<file path="src/rtl/core/mrq_pkg.sv">
`timescale 1ns / 1ps

package mrq_pkg;

  // fixed field widths of the request and result
  localparam int TASK_W   = 6;
  localparam int LEVEL_W  = 3;
  localparam int OP_W     = 2;
  localparam int STATUS_W = 2;
  localparam int TOTAL_W  = 7;
  localparam int CFG_W    = 4;

  // number of active levels after reset
  localparam logic [CFG_W-1:0] ACTIVE_RESET = 4'd8;

  typedef enum logic [OP_W-1:0] {
    OP_INSERT = 2'd0,
    OP_POP    = 2'd1,
    OP_LIFT   = 2'd2
  } op_t;

  typedef enum logic [STATUS_W-1:0] {
    ST_OK        = 2'd0,
    ST_EMPTY     = 2'd1,
    ST_BAD_LEVEL = 2'd2
  } status_t;

  // update command from the sequencer to the level table
  typedef struct packed {
    logic               do_insert;
    logic               do_pop;
    logic               do_lift;
    logic [LEVEL_W-1:0] level;
    logic [TASK_W-1:0]  task_id;
  } tbl_cmd_t;

  // lookups from the level table
  typedef struct packed {
    logic               anchor_valid;
    logic [TASK_W-1:0]  anchor_tail;
    logic               low_valid;
    logic [LEVEL_W-1:0] low_level;
  } tbl_info_t;

  // result held between the two phases of a request
  typedef struct packed {
    status_t            status;
    logic               popped_valid;
    logic [TASK_W-1:0]  popped_task;
    logic [LEVEL_W-1:0] popped_level;
  } res_t;

endpackage

</file>
<file path="src/rtl/core/mrq_if.sv">
`timescale 1ns / 1ps

// request channel
interface mrq_in_if import mrq_pkg::*; ();
  logic               valid;
  logic               ready;
  logic [OP_W-1:0]    opcode;
  logic [TASK_W-1:0]  task_id;
  logic [LEVEL_W-1:0] level;

  modport source (output valid, output opcode, output task_id, output level, input ready);
  modport sink   (input valid, input opcode, input task_id, input level, output ready);
endinterface

// result channel
interface mrq_out_if import mrq_pkg::*; ();
  logic                valid;
  logic                ready;
  logic [STATUS_W-1:0] status;
  logic                popped_valid;
  logic [TASK_W-1:0]   popped_task;
  logic [LEVEL_W-1:0]  popped_level;
  logic [TOTAL_W-1:0]  total_count;

  modport source (output valid, output status, output popped_valid, output popped_task,
                  output popped_level, output total_count, input ready);
  modport sink   (input valid, input status, input popped_valid, input popped_task,
                  input popped_level, input total_count, output ready);
endinterface

// configuration write channel
interface mrq_cfg_if import mrq_pkg::*; ();
  logic             valid;
  logic             ready;
  logic [CFG_W-1:0] active_levels;

  modport source (output valid, output active_levels, input ready);
  modport sink   (input valid, input active_levels, output ready);
endinterface

</file>
<file path="src/rtl/core/mrq_link_mem.sv">
`timescale 1ns / 1ps

module mrq_link_mem import mrq_pkg::*; #(
  parameter  int DEPTH = 64,
  localparam int AW    = (DEPTH > 1) ? $clog2(DEPTH) : 1
) (
  input  logic              clk,
  input  logic              we,
  input  logic [AW-1:0]     waddr,
  input  logic [TASK_W-1:0] wdata,
  input  logic              re,
  input  logic [AW-1:0]     raddr,
  output logic [TASK_W-1:0] rdata
);

  logic [TASK_W-1:0] link_mem [DEPTH];
  logic [TASK_W-1:0] rdata_r;

  // single write port, registered read (old data on same-address write)
  always_ff @(posedge clk) begin
    if (we) begin
      link_mem[waddr] <= wdata;
    end
    if (re) begin
      rdata_r <= link_mem[raddr];
    end
  end

  assign rdata = rdata_r;

endmodule

</file>
<file path="src/rtl/core/mrq_level_table.sv">
`timescale 1ns / 1ps

module mrq_level_table import mrq_pkg::*; #(
  parameter  int MAX_TASKS = 64,
  parameter  int LEVELS    = 8,
  localparam int CW        = $clog2(MAX_TASKS + 1),
  localparam int LW        = (LEVELS > 1) ? $clog2(LEVELS) : 1
) (
  input  logic          clk,
  input  logic          rst_n,
  input  tbl_cmd_t      cmd,
  output tbl_info_t     info,
  output logic [CW-1:0] total
);

  logic [CW-1:0]     count_r [LEVELS];
  logic [TASK_W-1:0] tail_r  [LEVELS];
  logic [CW-1:0]     total_r;

  logic [LEVELS-1:0] nonempty;
  logic              low_valid;
  logic [LW-1:0]     low_idx;
  logic [LW-1:0]     top_idx;
  logic              anchor_valid;
  logic [LW-1:0]     anchor_idx;
  logic [LW-1:0]     ins_idx;

  assign ins_idx = LW'(cmd.level);

  // level occupancy and priority searches
  always_comb begin
    low_valid    = 1'b0;
    low_idx      = '0;
    top_idx      = '0;
    anchor_valid = 1'b0;
    anchor_idx   = '0;
    for (int i = 0; i < LEVELS; i++) begin
      nonempty[i] = (count_r[i] != '0);
    end
    for (int i = LEVELS - 1; i >= 0; i--) begin
      if (nonempty[i]) begin
        low_valid = 1'b1;
        low_idx   = LW'(i);
      end
    end
    for (int i = 0; i < LEVELS; i++) begin
      if (nonempty[i]) begin
        top_idx = LW'(i);
      end
      // own level if occupied, else the highest occupied level below it
      if (nonempty[i] && (i <= int'(cmd.level))) begin
        anchor_valid = 1'b1;
        anchor_idx   = LW'(i);
      end
    end
  end

  assign info.anchor_valid = anchor_valid;
  assign info.anchor_tail  = tail_r[anchor_idx];
  assign info.low_valid    = low_valid;
  assign info.low_level    = LEVEL_W'(low_idx);
  assign total             = total_r;

  // counts and running total
  always_ff @(posedge clk) begin
    if (!rst_n) begin
      for (int i = 0; i < LEVELS; i++) begin
        count_r[i] <= '0;
      end
      total_r <= '0;
    end else if (cmd.do_insert) begin
      count_r[ins_idx] <= count_r[ins_idx] + CW'(1);
      total_r          <= total_r + CW'(1);
    end else if (cmd.do_pop) begin
      count_r[low_idx] <= count_r[low_idx] - CW'(1);
      total_r          <= total_r - CW'(1);
    end else if (cmd.do_lift && low_valid) begin
      for (int i = 1; i < LEVELS; i++) begin
        count_r[i] <= '0;
      end
      count_r[0] <= total_r;
    end
  end

  // level tails
  always_ff @(posedge clk) begin
    if (cmd.do_insert) begin
      tail_r[ins_idx] <= cmd.task_id;
    end else if (cmd.do_lift && low_valid) begin
      tail_r[0] <= tail_r[top_idx];
    end
  end

endmodule

</file>
<file path="src/rtl/core/multilevel_ready_queue_unit.sv">
`timescale 1ns / 1ps

// Multilevel ready queue: task ids queued in one linked order, levels ascending and
// first in, first out within a level, with the links in a single-port-write memory.
// Each request runs in S_RUN and then S_DONE: in S_RUN the level table is updated and
// the link memory is read (tail link for insert, head link for pop); in S_DONE, once
// the result register is free, the read data lands as the new head or the inserted
// task's link and the result is registered. A new request is accepted in that same
// cycle, so it overlaps only the final step of the last one. The result register
// decouples the output side. Reset needs no clearing pass; the link memory is left
// unwritten and is never followed past the queued count.
module multilevel_ready_queue_unit import mrq_pkg::*; #(
  parameter int MAX_TASKS = 64,
  parameter int LEVELS    = 8
) (
  input  logic clk,
  input  logic rst_n,
  mrq_in_if.sink    in_ch,
  mrq_out_if.source out_ch,
  mrq_cfg_if.sink   cfg_ch
);

  localparam int AW = (MAX_TASKS > 1) ? $clog2(MAX_TASKS) : 1;
  localparam int CW = $clog2(MAX_TASKS + 1);

  typedef enum logic [2:0] {
    S_IDLE = 3'b001,
    S_RUN  = 3'b010,
    S_DONE = 3'b100
  } state_t;

  state_t             state_r, state_nxt;
  logic [OP_W-1:0]    op_r;
  logic [TASK_W-1:0]  task_r;
  logic [LEVEL_W-1:0] level_r;
  logic [TASK_W-1:0]  head_r, head_nxt;
  logic [CFG_W-1:0]   active_r;
  logic               link_fix_r, link_fix_nxt;
  logic               head_fix_r, head_fix_nxt;
  res_t               res_r, res_nxt;

  logic               out_valid_r;
  res_t               out_res_r;
  logic [TOTAL_W-1:0] out_total_r;

  logic               out_free;
  logic               accept;
  logic               finish;
  int                 lim;
  logic               bad_level;
  logic               skip_insert;

  tbl_cmd_t           cmd;
  tbl_info_t          info;
  logic [CW-1:0]      total;

  logic               mem_we, mem_re;
  logic [AW-1:0]      mem_waddr, mem_raddr;
  logic [TASK_W-1:0]  mem_wdata, mem_rdata;

  mrq_link_mem #(.DEPTH(MAX_TASKS)) u_link_mem (
    .clk   (clk),
    .we    (mem_we),
    .waddr (mem_waddr),
    .wdata (mem_wdata),
    .re    (mem_re),
    .raddr (mem_raddr),
    .rdata (mem_rdata)
  );

  mrq_level_table #(.MAX_TASKS(MAX_TASKS), .LEVELS(LEVELS)) u_level_table (
    .clk   (clk),
    .rst_n (rst_n),
    .cmd   (cmd),
    .info  (info),
    .total (total)
  );

  // handshakes, held off while in reset
  assign out_free     = !out_valid_r || out_ch.ready;
  assign finish       = (state_r == S_DONE) && out_free;
  assign in_ch.ready  = rst_n && ((state_r == S_IDLE) || finish);
  assign accept       = in_ch.valid && in_ch.ready;
  assign cfg_ch.ready = rst_n;

  // insert checks
  assign lim         = (int'(active_r) < LEVELS) ? int'(active_r) : LEVELS;
  assign bad_level   = int'(level_r) >= lim;
  assign skip_insert = (int'(task_r) >= MAX_TASKS) || (int'(total) >= MAX_TASKS);

  // sequencer
  always_comb begin
    state_nxt = state_r;
    case (state_r)
      S_IDLE:  if (accept) state_nxt = S_RUN;
      S_RUN:   state_nxt = S_DONE;
      S_DONE: begin
        if (finish) state_nxt = accept ? S_RUN : S_IDLE;
      end
      default: state_nxt = S_IDLE;
    endcase
  end

  // request execution and link memory access
  always_comb begin
    mem_we       = 1'b0;
    mem_waddr    = '0;
    mem_wdata    = '0;
    mem_re       = 1'b0;
    mem_raddr    = '0;
    head_nxt     = head_r;
    link_fix_nxt = link_fix_r;
    head_fix_nxt = head_fix_r;
    res_nxt      = res_r;
    cmd          = '0;
    cmd.level    = level_r;
    cmd.task_id  = task_r;
    if (state_r == S_RUN) begin
      link_fix_nxt = 1'b0;
      head_fix_nxt = 1'b0;
      res_nxt      = '0;
      case (op_r)
        OP_INSERT: begin
          if (bad_level) begin
            res_nxt.status = ST_BAD_LEVEL;
          end else if (!skip_insert) begin
            cmd.do_insert = 1'b1;
            if (info.anchor_valid) begin
              // splice after the anchor tail: tail points to new, new takes old link
              mem_we       = 1'b1;
              mem_waddr    = AW'(info.anchor_tail);
              mem_wdata    = task_r;
              mem_re       = 1'b1;
              mem_raddr    = AW'(info.anchor_tail);
              link_fix_nxt = (task_r != info.anchor_tail);
            end else begin
              // new head of the whole order
              if (total != '0) begin
                mem_we    = 1'b1;
                mem_waddr = AW'(task_r);
                mem_wdata = head_r;
              end
              head_nxt = task_r;
            end
          end
        end
        OP_POP: begin
          if (!info.low_valid) begin
            res_nxt.status = ST_EMPTY;
          end else begin
            cmd.do_pop           = 1'b1;
            res_nxt.popped_valid = 1'b1;
            res_nxt.popped_task  = head_r;
            res_nxt.popped_level = info.low_level;
            if (total != CW'(1)) begin
              mem_re       = 1'b1;
              mem_raddr    = AW'(head_r);
              head_fix_nxt = 1'b1;
            end
          end
        end
        OP_LIFT: begin
          cmd.do_lift = 1'b1;
        end
        default: ;
      endcase
    end else if (finish) begin
      if (link_fix_r) begin
        mem_we    = 1'b1;
        mem_waddr = AW'(task_r);
        mem_wdata = mem_rdata;
      end
      if (head_fix_r) begin
        head_nxt = mem_rdata;
      end
    end
  end

  // control registers
  always_ff @(posedge clk) begin
    if (!rst_n) begin
      state_r     <= S_IDLE;
      head_r      <= '0;
      active_r    <= ACTIVE_RESET;
      link_fix_r  <= 1'b0;
      head_fix_r  <= 1'b0;
      out_valid_r <= 1'b0;
    end else begin
      state_r    <= state_nxt;
      head_r     <= head_nxt;
      link_fix_r <= link_fix_nxt;
      head_fix_r <= head_fix_nxt;
      if (cfg_ch.valid && cfg_ch.ready) begin
        active_r <= cfg_ch.active_levels;
      end
      if (finish) begin
        out_valid_r <= 1'b1;
      end else if (out_ch.ready) begin
        out_valid_r <= 1'b0;
      end
    end
  end

  // request and result payload
  always_ff @(posedge clk) begin
    res_r <= res_nxt;
    if (accept) begin
      op_r    <= in_ch.opcode;
      task_r  <= in_ch.task_id;
      level_r <= in_ch.level;
    end
    if (finish) begin
      out_res_r   <= res_r;
      out_total_r <= TOTAL_W'(total);
    end
  end

  assign out_ch.valid        = out_valid_r;
  assign out_ch.status       = out_res_r.status;
  assign out_ch.popped_valid = out_res_r.popped_valid;
  assign out_ch.popped_task  = out_res_r.popped_task;
  assign out_ch.popped_level = out_res_r.popped_level;
  assign out_ch.total_count  = out_total_r;

  // checks
  a_total_bound: assert property (@(posedge clk) disable iff (!rst_n)
    int'(total) <= MAX_TASKS)
    else $error("queued total exceeds capacity");

  a_pop_decrements: assert property (@(posedge clk) disable iff (!rst_n)
    cmd.do_pop |=> (total == $past(total) - CW'(1)))
    else $error("pop did not remove exactly one task");

  a_accept_runs: assert property (@(posedge clk) disable iff (!rst_n)
    accept |=> (state_r == S_RUN))
    else $error("accepted request not executed next cycle");

  a_popped_ok: assert property (@(posedge clk) disable iff (!rst_n)
    (out_ch.valid && out_ch.popped_valid) |-> (out_ch.status == ST_OK))
    else $error("popped task reported with error status");

endmodule

</file>
<file path="src/flat_wrapper.sv">
// flat-port wrapper written by rule: the top's interface ports become plain ports
module multilevel_ready_queue_unit_flat import mrq_pkg::*;
#(
  parameter int MAX_TASKS = 64,
  parameter int LEVELS    = 8
)
  (clk, rst_n, in_ch_valid, in_ch_opcode, in_ch_task_id, in_ch_level, in_ch_ready, out_ch_valid, out_ch_status, out_ch_popped_valid, out_ch_popped_task, out_ch_popped_level, out_ch_total_count, out_ch_ready, cfg_ch_valid, cfg_ch_active_levels, cfg_ch_ready);
  mrq_in_if in_ch_i ();
  mrq_out_if out_ch_i ();
  mrq_cfg_if cfg_ch_i ();
  input  logic clk;
  input  logic rst_n;
  input wire logic [$bits(in_ch_i.valid)-1:0] in_ch_valid;
  input wire logic [$bits(in_ch_i.opcode)-1:0] in_ch_opcode;
  input wire logic [$bits(in_ch_i.task_id)-1:0] in_ch_task_id;
  input wire logic [$bits(in_ch_i.level)-1:0] in_ch_level;
  output wire logic [$bits(in_ch_i.ready)-1:0] in_ch_ready;
  output wire logic [$bits(out_ch_i.valid)-1:0] out_ch_valid;
  output wire logic [$bits(out_ch_i.status)-1:0] out_ch_status;
  output wire logic [$bits(out_ch_i.popped_valid)-1:0] out_ch_popped_valid;
  output wire logic [$bits(out_ch_i.popped_task)-1:0] out_ch_popped_task;
  output wire logic [$bits(out_ch_i.popped_level)-1:0] out_ch_popped_level;
  output wire logic [$bits(out_ch_i.total_count)-1:0] out_ch_total_count;
  input wire logic [$bits(out_ch_i.ready)-1:0] out_ch_ready;
  input wire logic [$bits(cfg_ch_i.valid)-1:0] cfg_ch_valid;
  input wire logic [$bits(cfg_ch_i.active_levels)-1:0] cfg_ch_active_levels;
  output wire logic [$bits(cfg_ch_i.ready)-1:0] cfg_ch_ready;
  assign in_ch_i.valid = in_ch_valid;
  assign in_ch_i.opcode = in_ch_opcode;
  assign in_ch_i.task_id = in_ch_task_id;
  assign in_ch_i.level = in_ch_level;
  assign in_ch_ready = in_ch_i.ready;
  assign out_ch_valid = out_ch_i.valid;
  assign out_ch_status = out_ch_i.status;
  assign out_ch_popped_valid = out_ch_i.popped_valid;
  assign out_ch_popped_task = out_ch_i.popped_task;
  assign out_ch_popped_level = out_ch_i.popped_level;
  assign out_ch_total_count = out_ch_i.total_count;
  assign out_ch_i.ready = out_ch_ready;
  assign cfg_ch_i.valid = cfg_ch_valid;
  assign cfg_ch_i.active_levels = cfg_ch_active_levels;
  assign cfg_ch_ready = cfg_ch_i.ready;
  multilevel_ready_queue_unit #(.MAX_TASKS(MAX_TASKS), .LEVELS(LEVELS)) u_core (.clk(clk), .rst_n(rst_n), .in_ch(in_ch_i), .out_ch(out_ch_i), .cfg_ch(cfg_ch_i));
endmodule
</file>
<file path="config.mk">
export PLATFORM = sky130hd
export DESIGN_NAME = multilevel_ready_queue_unit_flat
export DESIGN_NICKNAME = d
export VERILOG_FILES = /design/src/rtl/core/mrq_pkg.sv /design/src/rtl/core/mrq_if.sv /design/src/rtl/core/mrq_link_mem.sv /design/src/rtl/core/mrq_level_table.sv /design/src/rtl/core/multilevel_ready_queue_unit.sv /design/src/flat_wrapper.sv
export SDC_FILE = /design/constraint.sdc
export NUM_CORES = 1
export LEC_CHECK = 0
export ABC_CLOCK_PERIOD_IN_PS = 6900
export BUFFER_PORTS_ARGS = -buffer_cell sky130_fd_sc_hd__buf_2
export CAP_MARGIN = 20
export CORE_MARGIN = 10
export CORE_UTILIZATION = 45
export DETAILED_ROUTE_END_ITERATION = 10
export RECOVER_POWER = 100
export SYNTH_ARGS = -nofsm -noshare
export SYNTH_HDL_FRONTEND = slang
export SYNTH_HIERARCHICAL = 1
export SYNTH_SLANG_ARGS = --single-unit
export TNS_END_PERCENT = 1
</file>
<file path="constraint.sdc">
create_clock -name clk -period 6.9 [get_ports clk]
set_clock_uncertainty 0.2 [all_clocks]
set_input_delay 1.035 -clock clk [delete_from_list [all_inputs] [get_ports clk]]
set_output_delay 1.035 -clock clk [all_outputs]
set_load 0.05 [all_outputs]
</file>
# Word-level counts from Yosys, hierarchy flattened
# Memory sizes are Yosys's and may differ from the RTL's. A register that Yosys moved wholly into a read port is not among the register bits.
# Cells that the tools add are included.
[op_classes] n_addsub=4 n_lt_le_gt_ge=10 div_mod_pow=0 reduce_logical=35 muxes=144 multipliers=0 n_eq_ne=13 shifts=0 bitwise=8
[op_table] op="2-to-1 mux 6 bit" n=30
[op_table] op="2-to-1 mux 7 bit" n=12
[op_table] op="2-to-1 mux 3 bit" n=27
[op_table] op="2-to-1 mux 1 bit" n=67
[op_table] op="nonzero test 7 bit" n=9
[op_table] op=">= comparator 4 x 32 -> 1 bit" n=1
[op_table] op="adder 7 x 1 -> 7 bit (second input constant)" n=2
[op_table] op="OR reduction 7 bit" n=2
[op_table] op="subtractor 7 x 1 -> 7 bit (second input constant)" n=2
[op_table] op="less-or-equal comparator 3 bit (first input constant)" n=4
[op_table] op="logical AND 1 bit" n=12
[op_table] op="one-hot mux 6 bit (2 select lines)" n=1
[op_table] op="2-to-1 mux 10 bit" n=1
[op_table] op="one-hot mux 3 bit (3 select lines)" n=1
[op_table] op="!= test 2 bit (second input constant)" n=4
[op_table] op="OR 1 bit" n=8
[op_table] op="nonzero test 2 bit" n=4
[op_table] op=">= comparator 7 bit (second input constant)" n=1
[op_table] op="!= test 7 x 1 -> 1 bit (second input constant)" n=1
[op_table] op="less-or-equal comparator 2 x 3 -> 1 bit (first input constant)" n=2
[op_table] op="!= test 6 bit" n=1
[op_table] op="AND reduction 6 bit" n=1
[op_table] op="OR reduction 6 bit" n=1
[op_table] op="< comparator 4 bit (second input constant)" n=1
[op_table] op="15 further kinds" n=19
[totals] out_inout_bits=22 mem_count=3 wordCells=236 latchBits=0 mem_bits_rw=488 rom_bits=0 reg_bits=65
[mem_list] name="u_core.u_link_mem.link_mem" depth=64 word_bits=6 rd=1 rd_ports_with_merged_regs=1 wr=1 line_no="mrq_link_mem.sv:16" rtl="logic [TASK_W-1:0] link_mem [DEPTH];"
[mem_list] name="u_core.u_level_table.count_r" depth=8 word_bits=7 rd=10 rd_ports_with_merged_regs=1 wr=8 line_no="mrq_level_table.sv:16" rtl="logic [CW-1:0] count_r [LEVELS];"
[mem_list] name="u_core.u_level_table.tail_r" depth=8 word_bits=6 rd=2 rd_ports_with_merged_regs=0 wr=1 line_no="mrq_level_table.sv:17" rtl="logic [TASK_W-1:0] tail_r [LEVELS];"

# Depth between registers and ports, before layout
# An unclocked memory read counts as a cell.
[depth] word_depth=22 ltp_mapped=22

# Modules after synthesis
# Netlist, hierarchy kept.
[modules_own_cells] mod="mrq_link_mem" area_each_um2=15285.9 cells_each=720 n_inst=1 seq_area_each_um2=11711.2
[modules_own_cells] mod="mrq_level_table" area_each_um2=6930.4 cells_each=585 n_inst=1 seq_area_each_um2=3263.1
[modules_own_cells] mod="multilevel_ready_queue_unit" area_each_um2=2676.3 cells_each=210 n_inst=1 seq_area_each_um2=1581.5

# Worst setup path after synthesis
# Ideal clock, no wire load.
[synth_timing] path_kind="register to register" from="reg u_core.level_r[0]" to="reg u_core.u_link_mem.rdata_r[0], in the netlist u_core/u_link_mem/rdata[0], read port of u_core.u_link_mem.link_mem, data pin" t_required_ns=6.443 setup_ns=0.257 stages_incl_launch_ff=23 t_arrival_ns=4.633 n_path_buf=9 slack_ns=1.810 period_less_slack_ns=5.090 cell_sequence="edfxtp_1 buf_2 buf_2 clkbuf_1 nand2_1 a21oi_1 nand2b_1 clkbuf_1 nor2_1 nand3_1 buf_4 buf_4 or4b_1 a311oi_2 a22oi_1 nor2_1 buf_6 buf_6 buf_4 mux4_2 o22ai_1 o21ai_1 a32o_1"
[synth_between] word_cells_on_any_way=40 classes_between="order compare (8); mux (24); reduce/logical (7); memory (1)"
[synth_lines] element="from (decl)" line_no="multilevel_ready_queue_unit.sv:35" rtl="logic [LEVEL_W-1:0] level_r;"
[synth_lines] element="from (signal assigned)" line_no="multilevel_ready_queue_unit.sv:210" rtl="level_r <= in_ch.level;"
[synth_lines] element="less-or-equal comparator 1 x 3 -> 1 bit" line_no="mrq_level_table.sv:51" rtl="if (nonempty[i] && (i <= int'(cmd.level))) begin"
[synth_lines] element="logical AND 1 bit" line_no="mrq_level_table.sv:51"
[synth_lines] element="2-to-1 mux 1 bit (6 in a row)" line_no="mrq_level_table.sv:51"
[synth_lines] element="2-to-1 mux 1 bit (*)" line_no="mrq_level_table.sv:51"
[synth_lines] element="net u_core.u_level_table.anchor_valid" line_no="mrq_level_table.sv:24" rtl="logic anchor_valid;"
[synth_lines] element="2-to-1 mux 6 bit (*)" line_no="multilevel_ready_queue_unit.sv:128" rtl="if (info.anchor_valid) begin"
[synth_lines] element="2-to-1 mux 6 bit (*)" line_no="multilevel_ready_queue_unit.sv:126" rtl="end else if (!skip_insert) begin"
[synth_lines] element="2-to-1 mux 6 bit (*)" line_no="multilevel_ready_queue_unit.sv:124" rtl="if (bad_level) begin"
[synth_lines] element="one-hot mux 6 bit (2 select lines) (*)" line_no="multilevel_ready_queue_unit.sv:122" rtl="case (op_r)"
[synth_lines] element="2-to-1 mux 6 bit (*)" line_no="multilevel_ready_queue_unit.sv:118" rtl="if (state_r == S_RUN) begin"
[synth_lines] element="net u_core.mem_raddr[0]" line_no="multilevel_ready_queue_unit.sv:58" rtl="logic [AW-1:0] mem_waddr, mem_raddr;"
[synth_lines] element="to (decl)" line_no="mrq_link_mem.sv:17" rtl="logic [TASK_W-1:0] rdata_r;"
# The timed path passes the listed nets; every way through them passes the cells marked *.
# A chain may end at the register's enable or synchronous reset.

==> parameters.txt <==
Parameter                              Value

Status
  Status ... completed

Setup path
  Critical setup path kind ... reg2reg
  Worst path buffer plus inverter count ... 1
  Cells traversed along the worst timing path ... nor4_1, nand2_1, o311ai_0, nand2b_1, nor2_1, nand3_1, o211ai_1, nand2b_1, nand4_1, clkbuf_1, nor2_1
  Kind of end point of the critical path ... flip-flop
  Dominant delay contributor by cell family on the critical path ... simple AND/OR/NAND/NOR gates
  Slowest cell on the critical path ... sky130_fd_sc_hd__o211ai_1
  Crit path launch type ... flip-flop
  Critical path data required time ... 7.01 ns
  Worst stage delay on the critical path ... 1.26 ns
  Slack of the worst reg-to-reg path ... 0.68 ns
  Data arrival time of the worst path ... approximately 6.3 ns
  Max Fanout on Critical Path ... 10

Finish
  Core utilization of the finished layout ... 0.506
  Number of nets in the layout ... 1606
  Total inserted antenna cells ... 0
  Proportion of layout cells with a drive suffix above 1 ... 0.198
  Non-filler instance count after layout ... about 2400
  Area growth, synth to finish ... 11.8%

Detailed routing
  Final wirelength ... between 50 and 60 mm
  DR WL met3 ... between 4 and 5 mm
  Post-route ant nets ... 0
  DRC violation total after the first TritonRoute iteration ... between 1000 and 1500
  Detailed-routing wirelength on met1 ... ~25 mm
  Avg Vias per Cell ... 5.94
  Detailed-route wire length per cell ... 25.3 microns
  TritonRoute pass-1 iters ... 6
  Sum of met2 wire segment lengths after detailed routing ... 28.5 mm
  Vias after detailed routing ... 14100
  DRC errors left ... 0
  Topmost layer with routed signal wires ... met4

GRT
  Wire length of the first global-routing pass ... 90.4 mm
  Global-route usage over all layers ... 0.185
  Total global routing overflow ... 0
  Largest net degree at the start of global routing ... 67
  Initial antenna violation count ... 0
  Vias in the first global route ... 14200

Yosys
  Post-synthesis share of cell area spent on full adders, half adders and majority gates ... 0.00583
  Cells taking the most area after synthesis ... sky130_fd_sc_hd__edfxtp_1 65%, sky130_fd_sc_hd__mux4_2 10%, sky130_fd_sc_hd__mux2i_1 3.3%
  Number of enable-type register cells in the synthesized netlist ... approximately 540
  Largest area contributor in the synthesized netlist ... sky130_fd_sc_hd__edfxtp_1
  Post-synthesis cell count ... 1515
  Largest family of logic cells by synthesized area ... multiplexers
  Simple-gate share of the synthesized area ... 0.0838
  Sequential cell area fraction in the yosys report ... 0.665
  Number of distinct library cell variants in the gate-level netlist after synthesis ... 106
  Number of nets produced by synthesis ... 1546
  Async set-reset flop share out of synthesis ... 0
  Most frequent cell after synthesis ... sky130_fd_sc_hd__edfxtp_1
  Multiplexer share of the synthesized area ... 0.154
  Share of the synthesized area in the top cell type ... 0.647
  Syn. warnings ... 6
  Average instance area after synthesis ... 16.4 sq um
  Leading cell types by count after synthesis ... 536 x sky130_fd_sc_hd__edfxtp_1, 148 x sky130_fd_sc_hd__nor2_1, 112 x sky130_fd_sc_hd__mux4_2
  Cell area after synthesis ... 0.0249 sq mm
  Fraction of the mapped netlist area in compound gates ... 0.0647
  Post-synthesis xor/xnor area fraction ... 0.00774
  Dominant register cell in the synthesized netlist ... sky130_fd_sc_hd__edfxtp_1
  Yosys reg bits ... approximately 560

STA
  Total of endpoints with negative setup slack in the final report ... 0
  Final period demand of the worst path ... ~6.2 ns
  Unrepaired setup endpoints after global routing ... false
  Number of endpoints with negative hold slack in the final report ... 0
  Share of the clock period used by the worst path after layout ... 0.901
  Transition time at the pin with the least slew margin ... about 1.4 ns
  Slew Viols, Final ... 0
  Setup TNS ... 0 ns
  Worst slew slack as a fraction of its limit ... 0.0451
  Highest achievable clock rate ... 161 MHz
  Post-Route Hold Slack ... between 0.2 and 0.25 ns

Clocking
  # clock sinks ... 559
  TritonCTS Buffers ... 57
  # H-tree levels ... 2
  CTS tree ... yes
  Maximum buffer depth of the clock tree ... 3
  Cts repair resizes ... 0
  Clock latency at the later pin of the worst-skew pair ... 0.63 ns
  Post-CTS setup buffer count ... 0
  Post-cts hold buffer count ... 0
  Root cell of the clock tree ... sky130_fd_sc_hd__clkbuf_16
  Clk slew on worst S/H paths ... 0.06 ns

Power
  Leak pwr ... 0.00785 uW
  Maximum VDD drop ... approximately 0.21 mV
  Ratio of total power to cell area ... 256 mW/mm^2

Die
  Height of the chip ... 255 microns
  Floorplan core area ... 0.0550 sq mm
  Placement Rows ... 86
  Die area ... ~0.065 sq mm
  Effective utilization at floorplan ... 0.453
  Count of pins on the block boundary ... 42
  Horiz. Die Dim ... 255 microns

Placed design
  Cell count after placement ... 2263
  Routability Congestion ... 0.956
  Post-detailed-placement half-perimeter wirelength ... 39.9 mm
  Input/output buffers ... around 40

Run
  Count of max-cap constraint violations ... 0

Hold path
  HP Class ... reg2reg
[flip-flops by register name, indices dropped and copies added (netlist names), 3 cells and up]
name / cells
u_core/active_r: 4
u_core/u_level_table/total: 7
u_core/u_level_table/tail_r: 48
u_core/out_ch.popped_level: 3
u_core/u_link_mem/rdata: 6
u_core/state_r: 3
u_core/head_r: 6
u_core/res_r: 12
u_core/out_ch.popped_task: 6
u_core/u_level_table/count_r: 56
u_core/task_r: 6
u_core/u_link_mem/link_mem: 384
u_core/out_ch.total_count: 7
u_core/level_r: 3
[power by group]
group,internal [uW],switching [uW],leakage (uW)
sequential,3700,30.7,0.00435
clock,1880,1290,0.000947
combinational,78.2,141,0.00255
[final timing paths]
path / cells after the start / to / start
setup / recovery: 11 / u_core/u_link_mem/link_mem[63][5]$_DFFE_PP_ / u_core/u_level_table/count_r[4][3]$_SDFFCE_PN0P_
hold / removal: 0 / u_core/out_ch.popped_valid$_DFFE_PP_ / u_core/res_r[9]$_SDFFCE_PP0P_
setup reg to reg: 11 / u_core/u_link_mem/link_mem[63][5]$_DFFE_PP_ / u_core/u_level_table/count_r[4][3]$_SDFFCE_PN0P_
hold reg to reg: 0 / u_core/out_ch.popped_valid$_DFFE_PP_ / u_core/res_r[9]$_SDFFCE_PP0P_
[layer usage]
layer,GRT usage,up-vias
li1,-,6214
met1,0.251,7203
met2,0.299,556
met3,0.0307,118
met4,0.0653,0
met5,0,-
[cells by family (layout without fill, tap and decap cells)]
| kind of cell | after synthesis | in the layout |
|---|---|---|
| simple gates | 409 | 409 |
| flops | 559 | 559 |
| mux | 226 | 226 |
| buf+inv | 84 | 192 |
| compound gates | 207 | 207 |
| fa+ha+maj | 11 | 11 |
| xor+xnor | 19 | 19 |
[cell usage in the layout (no fill, tap or decap), types with 12 or more instances in the layout]
cell / instances
sky130_fd_sc_hd__nor2_1: 146
sky130_fd_sc_hd__a21oi_1: 38
sky130_fd_sc_hd__and2_0: 12
sky130_fd_sc_hd__buf_2: 16
sky130_fd_sc_hd__mux2i_1: 83
sky130_fd_sc_hd__mux2_2: 22
sky130_fd_sc_hd__nor2b_1: 19
sky130_fd_sc_hd__nand2_1: 92
sky130_fd_sc_hd__mux4_2: 112
sky130_fd_sc_hd__o21ai_0: 18
sky130_fd_sc_hd__o221ai_1: 12
sky130_fd_sc_hd__o22ai_1: 28
sky130_fd_sc_hd__clkbuf_16: 58
sky130_fd_sc_hd__nand2b_1: 16
sky130_fd_sc_hd__clkbuf_1: 45
sky130_fd_sc_hd__buf_4: 14
sky130_fd_sc_hd__dfxtp_1: 23
sky130_fd_sc_hd__nor3_1: 20
sky130_fd_sc_hd__nand3_1: 28
sky130_fd_sc_hd__edfxtp_1: 536
[per-stage QoR]
stage	setup slack, ns	total power [uW]	instance area (sq um)
detailed placement	0.763	4010	26000
global route	0.421	7360	27800
finish	0.684	7120	27800
floorplan	1.81	3940	24900
CTS	0.738	7190	27900
global placement	0.813	4010	26000
[layout make-up]
| cell class | count | area, sq um |
|---|---|---|
| Multi-Input combinational cell | 872 | 7920 |
| Inverter | 13 | 50.0 |
| Sequential cell | 559 | 16600 |
| Timing Repair Buffer | 72 | 415 |
| Fill cell | 4541 | 27200 |
| Clock inverter | 32 | 407 |
| Tap cell | 748 | 936 |
| Clock buffer | 75 | 1550 |
No activity file was read; power rests on OpenSTA's default activity.
